## src/rtl/tod_adj_pkg.sv

```systemverilog
`default_nettype none

package tod_adj_pkg;

    // command codes
    localparam logic [2:0] MODE_ADD_SEC = 3'd0;
    localparam logic [2:0] MODE_SUB_SEC = 3'd1;
    localparam logic [2:0] MODE_ADD_MIN = 3'd2;
    localparam logic [2:0] MODE_SUB_MIN = 3'd3;
    localparam logic [2:0] MODE_ADD_HR  = 3'd4;
    localparam logic [2:0] MODE_SUB_HR  = 3'd5;
    localparam logic [2:0] MODE_LOAD    = 3'd6;
    localparam logic [2:0] MODE_CMP     = 3'd7;

    // time constants
    localparam int unsigned UNITS_PER_MIN = 60;
    localparam int unsigned HOURS_PER_DAY = 24;
    localparam int unsigned MAX_HOUR      = 23;
    localparam int unsigned MAX_MIN_SEC   = 59;
    localparam int unsigned NOON_HOUR     = 12;

    // reciprocals for division by constants
    // amount / 60 : (amount * 69906) >> 22, exact for 16-bit amount
    localparam logic [16:0] RECIP_60_WIDE   = 17'd69906;
    localparam int unsigned SHIFT_60_WIDE   = 22;
    // amount / 24 : (amount * 43691) >> 20, exact for 16-bit amount
    localparam logic [15:0] RECIP_24_WIDE   = 16'd43691;
    localparam int unsigned SHIFT_24_WIDE   = 20;
    // q / 60 : (q * 1093) >> 16, exact for q up to 1092
    localparam logic [10:0] RECIP_60_NARROW = 11'd1093;
    localparam int unsigned SHIFT_60_NARROW = 16;
    // q / 24 : (q * 1366) >> 15, exact for q up to 1092
    localparam logic [10:0] RECIP_24_NARROW = 11'd1366;
    localparam int unsigned SHIFT_24_NARROW = 15;

    // mixed-radix step applied to the time
    typedef struct packed {
        logic [4:0] hour;
        logic [5:0] minute;
        logic [5:0] second;
    } t_delta;

endpackage

`default_nettype wire

```

## src/rtl/time_of_day_adjust_counter_core.sv

```systemverilog
// an accepted item passes the stage a, stage b and result registers before reaching the output
// throughput: one item per cycle unless the output stalls; the time update is a
// combinational carry/borrow chain over the hours, minutes and seconds registers
// stages: amount split by reciprocal multiply, delta per command, time update
// reset: synchronous active-low; clears the time to 00:00:00, display_12h to 0
// and empties the pipeline
`default_nettype none

module time_of_day_adjust_counter_core
    import tod_adj_pkg::*;
(
    input  wire logic        i_clk,
    input  wire logic        i_rst_n,
    // command channel
    input  wire logic        i_in_valid,
    output logic             o_in_stall,
    input  wire logic [2:0]  i_mode,
    input  wire logic [15:0] i_amount,
    input  wire logic [4:0]  i_new_hour,
    input  wire logic [5:0]  i_new_minute,
    input  wire logic [5:0]  i_new_second,
    // result channel
    output logic             o_out_valid,
    input  wire logic        i_out_stall,
    output logic [4:0]       o_hour_out,
    output logic [5:0]       o_minute_out,
    output logic [5:0]       o_second_out,
    output logic [4:0]       o_display_hour,
    output logic             o_is_pm,
    output logic             o_is_greater,
    output logic             o_is_equal,
    // configuration write channel
    input  wire logic        i_cfg_valid,
    output logic             o_cfg_ready,
    input  wire logic        i_cfg_data
);

    // ---------------------------------------------------------------
    // stage enables: each stage moves when empty or when the next moves
    // ---------------------------------------------------------------
    logic r_a_valid, r_b_valid;
    logic en_out, en_b, en_a;

    assign en_out     = !o_out_valid || !i_out_stall;
    assign en_b       = !r_b_valid || en_out;
    assign en_a       = !r_a_valid || en_b;
    assign o_in_stall = !en_a;
    assign o_cfg_ready = 1'b1;

    // configuration register
    logic r_display_12h;

    always_ff @(posedge i_clk) begin
        if (!i_rst_n) begin
            r_display_12h <= 1'b0;
        end else if (i_cfg_valid) begin
            r_display_12h <= i_cfg_data;
        end
    end

    // ---------------------------------------------------------------
    // stage a: split amount into amount/60, amount%60 and amount%24
    // ---------------------------------------------------------------
    logic [32:0] w_prod60;
    logic [10:0] w_q1;
    logic [15:0] w_q1x60;
    logic [15:0] w_r1_diff;
    logic [31:0] w_prod24;
    logic [11:0] w_q24;
    logic [15:0] w_q24x24;
    logic [15:0] w_m24_diff;

    assign w_prod60   = 33'(i_amount) * 33'(RECIP_60_WIDE);
    assign w_q1       = w_prod60[SHIFT_60_WIDE +: 11];
    assign w_q1x60    = 16'(w_q1) * 16'(UNITS_PER_MIN);
    assign w_r1_diff  = i_amount - w_q1x60;
    assign w_prod24   = 32'(i_amount) * 32'(RECIP_24_WIDE);
    assign w_q24      = w_prod24[SHIFT_24_WIDE +: 12];
    assign w_q24x24   = 16'(w_q24) * 16'(HOURS_PER_DAY);
    assign w_m24_diff = i_amount - w_q24x24;

    logic [2:0]  r_a_mode;
    logic [4:0]  r_a_oh;
    logic [5:0]  r_a_om;
    logic [5:0]  r_a_os;
    logic [10:0] r_a_q1;      // amount / 60
    logic [5:0]  r_a_r1;      // amount % 60
    logic [4:0]  r_a_m24;     // amount % 24

    always_ff @(posedge i_clk) begin
        if (!i_rst_n) begin
            r_a_valid <= 1'b0;
        end else if (en_a) begin
            r_a_valid <= i_in_valid;
        end
    end

    always_ff @(posedge i_clk) begin
        if (en_a && i_in_valid) begin
            r_a_mode <= i_mode;
            r_a_oh   <= i_new_hour;
            r_a_om   <= i_new_minute;
            r_a_os   <= i_new_second;
            r_a_q1   <= w_q1;
            r_a_r1   <= w_r1_diff[5:0];
            r_a_m24  <= w_m24_diff[4:0];
        end
    end

    // ---------------------------------------------------------------
    // stage b: turn the amount into an hours/minutes/seconds delta
    // ---------------------------------------------------------------
    logic [21:0] w_prod_q2;
    logic [4:0]  w_q2;        // amount / 3600
    logic [10:0] w_q2x60;
    logic [10:0] w_r2_diff;   // (amount / 60) % 60
    logic [21:0] w_prod_qh;
    logic [5:0]  w_qh;
    logic [10:0] w_qhx24;
    logic [10:0] w_hm_diff;   // (amount / 60) % 24
    t_delta      w_delta;

    assign w_prod_q2 = 22'(r_a_q1) * 22'(RECIP_60_NARROW);
    assign w_q2      = w_prod_q2[SHIFT_60_NARROW +: 5];
    assign w_q2x60   = 11'(w_q2) * 11'(UNITS_PER_MIN);
    assign w_r2_diff = r_a_q1 - w_q2x60;
    assign w_prod_qh = 22'(r_a_q1) * 22'(RECIP_24_NARROW);
    assign w_qh      = w_prod_qh[SHIFT_24_NARROW +: 6];
    assign w_qhx24   = 11'(w_qh) * 11'(HOURS_PER_DAY);
    assign w_hm_diff = r_a_q1 - w_qhx24;

    always_comb begin
        unique case (r_a_mode)
            MODE_ADD_SEC, MODE_SUB_SEC: begin
                // amount is below one day, so no wrap is needed here
                w_delta.hour   = w_q2;
                w_delta.minute = w_r2_diff[5:0];
                w_delta.second = r_a_r1;
            end
            MODE_ADD_MIN, MODE_SUB_MIN: begin
                // amount % 1440 expressed as hours and minutes
                w_delta.hour   = w_hm_diff[4:0];
                w_delta.minute = r_a_r1;
                w_delta.second = 6'd0;
            end
            MODE_ADD_HR, MODE_SUB_HR: begin
                w_delta.hour   = r_a_m24;
                w_delta.minute = 6'd0;
                w_delta.second = 6'd0;
            end
            default: begin
                // load and compare take no delta
                w_delta = '0;
            end
        endcase
    end

    logic [2:0] r_b_mode;
    logic [4:0] r_b_oh;
    logic [5:0] r_b_om;
    logic [5:0] r_b_os;
    t_delta     r_b_delta;

    always_ff @(posedge i_clk) begin
        if (!i_rst_n) begin
            r_b_valid <= 1'b0;
        end else if (en_b) begin
            r_b_valid <= r_a_valid;
        end
    end

    always_ff @(posedge i_clk) begin
        if (en_b && r_a_valid) begin
            r_b_mode  <= r_a_mode;
            r_b_oh    <= r_a_oh;
            r_b_om    <= r_a_om;
            r_b_os    <= r_a_os;
            r_b_delta <= w_delta;
        end
    end

    // ---------------------------------------------------------------
    // stage c: update the time and build the result
    // ---------------------------------------------------------------
    logic [4:0] r_cur_hour;
    logic [5:0] r_cur_minute;
    logic [5:0] r_cur_second;

    // add path: carry seconds into minutes into hours
    logic [6:0] s_sum, m_sum;
    logic [5:0] h_sum;
    logic       c_s, c_m;
    logic [5:0] s_add, m_add;
    logic [4:0] h_add;

    assign s_sum = 7'(r_cur_second) + 7'(r_b_delta.second);
    assign c_s   = s_sum >= 7'(UNITS_PER_MIN);
    assign s_add = c_s ? 6'(s_sum - 7'(UNITS_PER_MIN)) : s_sum[5:0];
    assign m_sum = 7'(r_cur_minute) + 7'(r_b_delta.minute) + 7'(c_s);
    assign c_m   = m_sum >= 7'(UNITS_PER_MIN);
    assign m_add = c_m ? 6'(m_sum - 7'(UNITS_PER_MIN)) : m_sum[5:0];
    assign h_sum = 6'(r_cur_hour) + 6'(r_b_delta.hour) + 6'(c_m);
    assign h_add = (h_sum >= 6'(HOURS_PER_DAY)) ? 5'(h_sum - 6'(HOURS_PER_DAY)) : h_sum[4:0];

    // subtract path: borrow from minutes and hours, hours wrap by one day
    logic       b_s, b_m, b_h;
    logic [6:0] m_subtr;
    logic [5:0] h_subtr;
    logic [5:0] s_sub, m_sub;
    logic [4:0] h_sub;

    assign b_s     = r_cur_second < r_b_delta.second;
    assign s_sub   = 6'(7'(r_cur_second) + (b_s ? 7'(UNITS_PER_MIN) : 7'd0)
                        - 7'(r_b_delta.second));
    assign m_subtr = 7'(r_b_delta.minute) + 7'(b_s);
    assign b_m     = 7'(r_cur_minute) < m_subtr;
    assign m_sub   = 6'(7'(r_cur_minute) + (b_m ? 7'(UNITS_PER_MIN) : 7'd0) - m_subtr);
    assign h_subtr = 6'(r_b_delta.hour) + 6'(b_m);
    assign b_h     = 6'(r_cur_hour) < h_subtr;
    assign h_sub   = 5'(6'(r_cur_hour) + (b_h ? 6'(HOURS_PER_DAY) : 6'd0) - h_subtr);

    logic [4:0] n_cur_hour;
    logic [5:0] n_cur_minute;
    logic [5:0] n_cur_second;

    always_comb begin
        n_cur_hour   = r_cur_hour;
        n_cur_minute = r_cur_minute;
        n_cur_second = r_cur_second;
        unique case (r_b_mode)
            MODE_ADD_SEC, MODE_ADD_MIN, MODE_ADD_HR: begin
                n_cur_hour   = h_add;
                n_cur_minute = m_add;
                n_cur_second = s_add;
            end
            MODE_SUB_SEC, MODE_SUB_MIN, MODE_SUB_HR: begin
                n_cur_hour   = h_sub;
                n_cur_minute = m_sub;
                n_cur_second = s_sub;
            end
            MODE_LOAD: begin
                // each part loads only when its value is in range
                if (r_b_oh <= 5'(MAX_HOUR)) begin
                    n_cur_hour = r_b_oh;
                end
                if (r_b_om <= 6'(MAX_MIN_SEC)) begin
                    n_cur_minute = r_b_om;
                end
                if (r_b_os <= 6'(MAX_MIN_SEC)) begin
                    n_cur_second = r_b_os;
                end
            end
            MODE_CMP: begin
                // time left as it is
            end
            default: begin
            end
        endcase
    end

    // display hour: 12-hour form maps 0 and 12 to 12, 13..23 to 1..11
    logic [4:0] n_display_hour;

    always_comb begin
        if (!r_display_12h) begin
            n_display_hour = n_cur_hour;
        end else if (n_cur_hour > 5'(NOON_HOUR)) begin
            n_display_hour = n_cur_hour - 5'(NOON_HOUR);
        end else if (n_cur_hour == 5'd0) begin
            n_display_hour = 5'(NOON_HOUR);
        end else begin
            n_display_hour = n_cur_hour;
        end
    end

    always_ff @(posedge i_clk) begin
        if (!i_rst_n) begin
            r_cur_hour   <= 5'd0;
            r_cur_minute <= 6'd0;
            r_cur_second <= 6'd0;
            o_out_valid  <= 1'b0;
        end else if (en_out) begin
            o_out_valid <= r_b_valid;
            if (r_b_valid) begin
                r_cur_hour   <= n_cur_hour;
                r_cur_minute <= n_cur_minute;
                r_cur_second <= n_cur_second;
            end
        end
    end

    // result register; compare is lexicographic over hour, minute, second
    always_ff @(posedge i_clk) begin
        if (en_out && r_b_valid) begin
            o_hour_out     <= n_cur_hour;
            o_minute_out   <= n_cur_minute;
            o_second_out   <= n_cur_second;
            o_display_hour <= n_display_hour;
            o_is_pm        <= n_cur_hour >= 5'(NOON_HOUR);
            o_is_greater   <= {n_cur_hour, n_cur_minute, n_cur_second}
                              > {r_b_oh, r_b_om, r_b_os};
            o_is_equal     <= {n_cur_hour, n_cur_minute, n_cur_second}
                              == {r_b_oh, r_b_om, r_b_os};
        end
    end

endmodule

`default_nettype wire
```

## config.mk

```make
export PLATFORM = sky130hd
export DESIGN_NAME = time_of_day_adjust_counter_core
export DESIGN_NICKNAME = d
export VERILOG_FILES = /design/src/rtl/tod_adj_pkg.sv /design/src/rtl/time_of_day_adjust_counter_core.sv
export SDC_FILE = /design/constraint.sdc
export NUM_CORES = 1
export LEC_CHECK = 0
export ABC_AREA = 1
export BUFFER_PORTS_ARGS = -buffer_cell sky130_fd_sc_hd__buf_4
export CORE_UTILIZATION = 45
export DETAILED_ROUTE_END_ITERATION = 12
export GPL_TIMING_DRIVEN = 0
export RECOVER_POWER = 25
export SYNTH_ARGS = -nofsm -noshare
export SYNTH_HDL_FRONTEND = slang
export SYNTH_SLANG_ARGS = --single-unit
```

## constraint.sdc

```tcl
create_clock -name i_clk -period 7.4 [get_ports i_clk]
set_input_delay 1.48 -clock i_clk [delete_from_list [all_inputs] [get_ports i_clk]]
set_output_delay 1.48 -clock i_clk [all_outputs]
set_load 0.01 [all_outputs]
```

**Word-level counts from Yosys, hierarchy flattened**

Cells that the tools add are included.

- Multiply operators: 8
- Reductions and logical operators: 20
- Eq/ne operators: 12
- Multiplexer cells: 16
- Add/subtract/negate cells: 21
- Order comparisons: 12

Operator list:

| operator | number |
|---|---|
| $mul A16 B16 Y32 const B | 2 |
| $pmux W17 S3 | 1 |
| $mux W6 | 6 |
| $pmux W6 S3 | 2 |
| $mux W5 | 6 |
| $sub A6 B6 Y6 | 4 |
| $mul A11 B11 Y21 const B | 1 |
| $mul A11 B10 Y20 const B | 1 |
| $eq A17 B17 Y1 | 1 |
| $gt A17 B17 Y1 | 1 |
| $eq A3 B3 Y1 const B | 5 |
| $pmux W5 S3 | 1 |
| $sub A5 B5 Y5 | 3 |
| $add A6 B6 Y7 | 2 |
| $ge A7 B6 Y1 const B | 2 |
| $add A6 B6 Y6 | 2 |
| $eq A3 B2 Y1 const B | 4 |
| $le A6 B6 Y1 const B | 2 |
| $mul A12 B2 Y2 const B | 1 |
| $sub A6 B6 Y6 const B | 2 |
| $mul A11 B4 Y4 const B | 1 |
| $add A6 B1 Y7 | 1 |
| $add A7 B1 Y7 | 1 |
| $lt A6 B7 Y1 | 1 |
| 23 further kinds | 36 |

- Register bits after elaboration: 125
- Bits of input ports: 42

**Depth between registers and ports, before layout**

- Depth in word-level cells: 13
- Gate-level depth with buffers: 47
- Gate-level depth less buffers: 47

**Worst setup path after synthesis**

Ideal clock, no wire load.

- Kind: reg2reg
- Start point: reg r_b_delta[4] (netlist bit)
- End point: reg o_is_greater (data pin)
- Library setup time: 0.249 ns
- Stages on the path, launching flop included: 44
- Data arrival time: 6.257 ns
- Path buffers: 0
- Period minus slack after synthesis: 6.506 ns
- Setup slack: 0.894 ns
- Cell sequence: edfxtp_1 inv_1 ha_1 nand2_1 or2_2 nand3_1 inv_1 ha_1 ha_1 nand3_1 xor2_1 ha_1 a21oi_1 o21ai_0 inv_1 nand2_1 inv_1 ha_1 [8 not listed] ha_1 a21oi_1 nand2_1 nand2_1 nand2_1 nand3_1 nand2_1 nand2_1 nand2_2 nand2_4 inv_1 ha_1 nand2_1 inv_1 nand4_1 nor4_1 a21o_1 inv_1

- Longest elaborated chain between the ends: 10

Ends and longest elaborated chain:

| what | RTL line | text |
|---|---|---|
| from (decl) | time_of_day_adjust_counter_core.sv:162 | `t_delta r_b_delta;` |
| from (signal assigned) | time_of_day_adjust_counter_core.sv:178 | `r_b_delta <= w_delta;` |
| $lt A6 B6 Y1 | time_of_day_adjust_counter_core.sv:212 | `assign b_s = r_cur_second < r_b_delta.second;` |
| $add A6 B1 Y7 | time_of_day_adjust_counter_core.sv:215 | `assign m_subtr = 7'(r_b_delta.minute) + 7'(b_s);` |
| $lt A6 B7 Y1 | time_of_day_adjust_counter_core.sv:216 | `assign b_m = 7'(r_cur_minute) < m_subtr;` |
| $add A5 B1 Y6 | time_of_day_adjust_counter_core.sv:218 | `assign h_subtr = 6'(r_b_delta.hour) + 6'(b_m);` |
| $lt A5 B6 Y1 | time_of_day_adjust_counter_core.sv:219 | `assign b_h = 6'(r_cur_hour) < h_subtr;` |
| $mux W5 | time_of_day_adjust_counter_core.sv:220 | `assign h_sub = 5'(6'(r_cur_hour) + (b_h ? 6'(HOURS_PER_DAY) : 6'd0) - h_subtr);` |
| $add A5 B5 Y5 | time_of_day_adjust_counter_core.sv:220 |  |
| $sub A5 B5 Y5 | time_of_day_adjust_counter_core.sv:220 |  |
| $pmux W5 S3 * | time_of_day_adjust_counter_core.sv:230 | `unique case (r_b_mode)` |
| named net n_cur_hour[4] | time_of_day_adjust_counter_core.sv:222 | `logic [4:0] n_cur_hour;` |
| $gt A17 B17 Y1 * | time_of_day_adjust_counter_core.sv:301 | `> {r_b_oh, r_b_om, r_b_os};` |
| to (signal assigned) | time_of_day_adjust_counter_core.sv:300 | `o_is_greater <= {n_cur_hour, n_cur_minute, n_cur_second}` |
| to (decl) | time_of_day_adjust_counter_core.sv:30 | `output logic o_is_greater,` |

Mark *: on every way through the listed nets, which the timed path passes. The rest lies on a longest branch.
A chain may end at the register's enable or synchronous reset.

**Final worst setup path**

Same ends and word-level chain as after synthesis.

==> results.txt <==
- The flow ran to the end, and the final reports show no timing, DRC or antenna violations.
- Final setup vio count: 0
- Among all stages on the critical path, the largest delay is contributed by fa_1.
- Via Count: 12600
- Share of final-layout standard cells stronger than drive strength 1: 9.08%
- Summed over its instances, the top area cell type makes up 27.2% of the synthesized netlist area.
- I/O Buffers: 68
- Number of instances on the worst hold path: 0
* Clock skew: 0.0172 ns
* Area growth, synth to finish: 11.5%
- Routability-driven placement finished with a final weighted congestion of 0.911.
* Count of yosys warnings during synthesis: 0
* Number of max-capacitance violations reported: 0
- Summed over all instances, the cell type with the most area after synthesis is ha_1.
* Setup TNS: 0 ns
* Estimated wirelength of the detail-placed design: 31700 microns
- Among cell families on the critical path, the largest total delay comes from adder cells.
- CTS saw 123 sinks.
* Number of different library cells in the post-synthesis netlist: 55
- Number of placed cells counting well taps: 2418
- In the routed design, unresolved DRC markers number 0.
- The count of endpoints failing hold in the final timing report came to 0.
* Gate count after technology mapping: 1881
- Buffer and inverter count on the worst path: 9
* Most common cell after layout, fill and taps aside: inv_1
- STA classifies the critical path startpoint as a flop.
- Slowest Stage Delay on Critical Path: 0.48 ns
- Max-slew violation count: 0
* Slew at the pin closest to its max-slew limit: 0.816 ns
* DR vias/cell: 5.13
* DR WL/cell: 15.3 microns
- Number of enable flip-flop cells after synthesis: 102
- Critical path capture point type: flop
* Area occupied by multi-input gates: 0.0115 sq mm
- Levels on crit path: 43
- Post-synth top flop: edfxtp_1
* Filler cell count in the final layout: 3436
* Clk_lat worst skew: 0.43 ns
- Once layout is complete, the cells apart from fillers number 2464.
* Core Rows: 70
* Number of H-tree levels: 4
- Buffers inserted to repair hold after CTS numbered 0.
* Critical path required time: 7.59 ns
* Min Clock Period, post-route: 6.88 ns
* Share of flip-flops with an asynchronous set or reset after synthesis: 0%
- Worst Path Max Fanout: 8
- Net count after synthesis: 2416
* Maximum number of pins on one net before global-route repair: 38
* Remaining antenna violation count after routing: 0
* Area of the placeable core: 0.0365 sq mm
- The floorplan step set the die width to 194 microns.
- The die covers 0.0377 sq mm.
- Proportion of synthesized chip area in sequential cells: 21.0%
- Summed over all layers, the global routing overflow is 0.
* TritonCTS clock tree: built
- Worst hold slack: 0.415 ns
- IO Count: 70
- The final layout contains routed wiring with a total length of 37800 microns.
- In this run the vertical extent of the chip is 194 microns.
* Type of the tightest min-delay check: flop to flop
* Total GRT Usage: 21.0%
- Cell area after synthesis: 0.0166 sq mm
- The detailed router finished its first iteration with 630 violations.
* Number of register bits inferred by synthesis: 123
- Clock-pin slew on the worst setup and hold paths: 0.06 ns
- Commonest cells after routing, fill and taps aside: 445 x inv_1, 355 x ha_1, 237 x nand2_1
* Root buffer cell: clkbuf_16
- Highest clock frequency the design can meet: 145 MHz
- Flip-flop and latch area: 0.00349 sq mm
- Arrival time at the worst endpoint: 7.07 ns
- Headroom to the max-slew limit came out at 45.6%.
- Crit Path Category: flop to flop
- Final period util: 93.0%
- Initial Util: 45.5%
- Measured in cells, the most critical reg-to-reg path has a length of 43.
- Global-route wire length before repair: 62900 microns
- Average footprint of a synthesized cell: 8.84 sq um
- Via count of the first global-routing pass: 12600
- Most common cell type on the critical path: nand2_1
* Pre-Repair DR Iteration Count: 5
- Clock tree synthesis inserted a total of 17 buffers.
* Net count, final: 2516
- After synthesis, the cell types taking the most area are ha_1 27%, edfxtp_1 18%, fa_1 16%, inv_1 10%, nand2_1 5.4%.
- Number of antenna violations at the first check in global routing: 4
- Number of buffers between clock root and the deepest sink: 2
timing repair:
action | 4_1_cts | 5_1_grt
endpoints found under the setup margin | 0 | 6
gates resized for setup | 0 | 23
setup buffers | 0 | 12
flip-flops by register name (all words and copies together) (netlist names), 3 cells and up:
name and cells:
r_b_delta 17, r_a_q1 11, o_minute_out 6, o_second_out 6, r_a_om 6, r_a_os 6, r_a_r1 6, r_b_om 6
r_b_os 6, r_cur_minute 6, r_cur_second 6, o_display_hour 5, o_hour_out 5, r_a_oh 5, r_b_oh 5, r_cur_hour 5
r_a_m24 3, r_a_mode 3, r_b_mode 3
cell usage after synthesis, drive strengths merged, types with 3 or more instances:
cell type / instances
nor3: 17
o31ai: 3
o211ai: 8
xor2: 31
fa: 132
ha: 361
nand3: 75
o21bai: 9
dfxtp: 21
o21a: 4
nand2: 252
inv: 454
nand4: 31
clkbuf: 6
xnor2: 28
nor2: 80
a221oi: 7
a21oi: 125
a211oi: 5
o22ai: 7
o21ai: 68
o221ai: 3
or2: 6
a31oi: 6
nand3b: 8
a21o: 15
edfxtp: 102
buf: 4
nor4: 3
metrics by stage:
| step | worst slack, ns | util (%) | instance area [sq um] |
|---|---|---|---|
| after CTS | 0.00463 | 50.2 | 18300 |
| final | 0.519 | 50.7 | 18500 |
| after floorplan | 0.894 | - | 16600 |
| after global placement | 0.0863 | 48.5 | 17700 |
| after global routing | -0.0246 | 50.7 | 18500 |
| after detailed placement | 0.0527 | 48.6 | 17700 |
path summary, 6_finish.rpt:
check                             startpoint           end  slack (ns)
worst max-delay path            r_b_delta[4]  o_is_greater        0.52
worst min-delay path               r_a_om[1]     r_b_om[1]        0.42
worst max register to register  r_b_delta[4]  o_is_greater        0.52
worst min register to register     r_a_om[1]     r_b_om[1]        0.42
final cells by class:
| type | instances | area share, % |
|---|---|---|
| clock inverters | 15 | 0.878 |
| diodes | 2 | 0.0270 |
| repair buffers | 81 | 3.33 |
| clock buffers | 17 | 2.30 |
| multi-input cells | 1293 | 62.0 |
| plain buffers | 10 | 0.277 |
| inverters | 455 | 9.23 |
| flip-flops and latches | 123 | 18.8 |
| well taps | 468 | 3.16 |
per-layer routing:
layer | track usage (%) | share of wire [%] | up-vias
li1 | - | - | 6392
met2 | 36.9 | 49 | 242
met4 | 4.97 | 1.7 | 4
met5 | 0 | 0.090 | -
met3 | 2.77 | 4.4 | 49
met1 | 27.2 | 45 | 5960
cells by family (layout without fill, tap and decap cells):
family,Yosys count,count (layout),share of synthesized area [%]
buffers and inverters,465,578,10.6
other,1,3,0.0226
flip-flops,123,123,21.0
adder cells (fa/ha/maj),493,493,43.1
XOR/XNOR,59,59,3.15
AO/OA/AOI/OAI,264,264,9.35
AND/OR/NAND/NOR,476,476,12.9
Power is left out: the tool's default activity adds up to more than one toggle a clock period on the data nets, which glitch-free logic cannot reach.
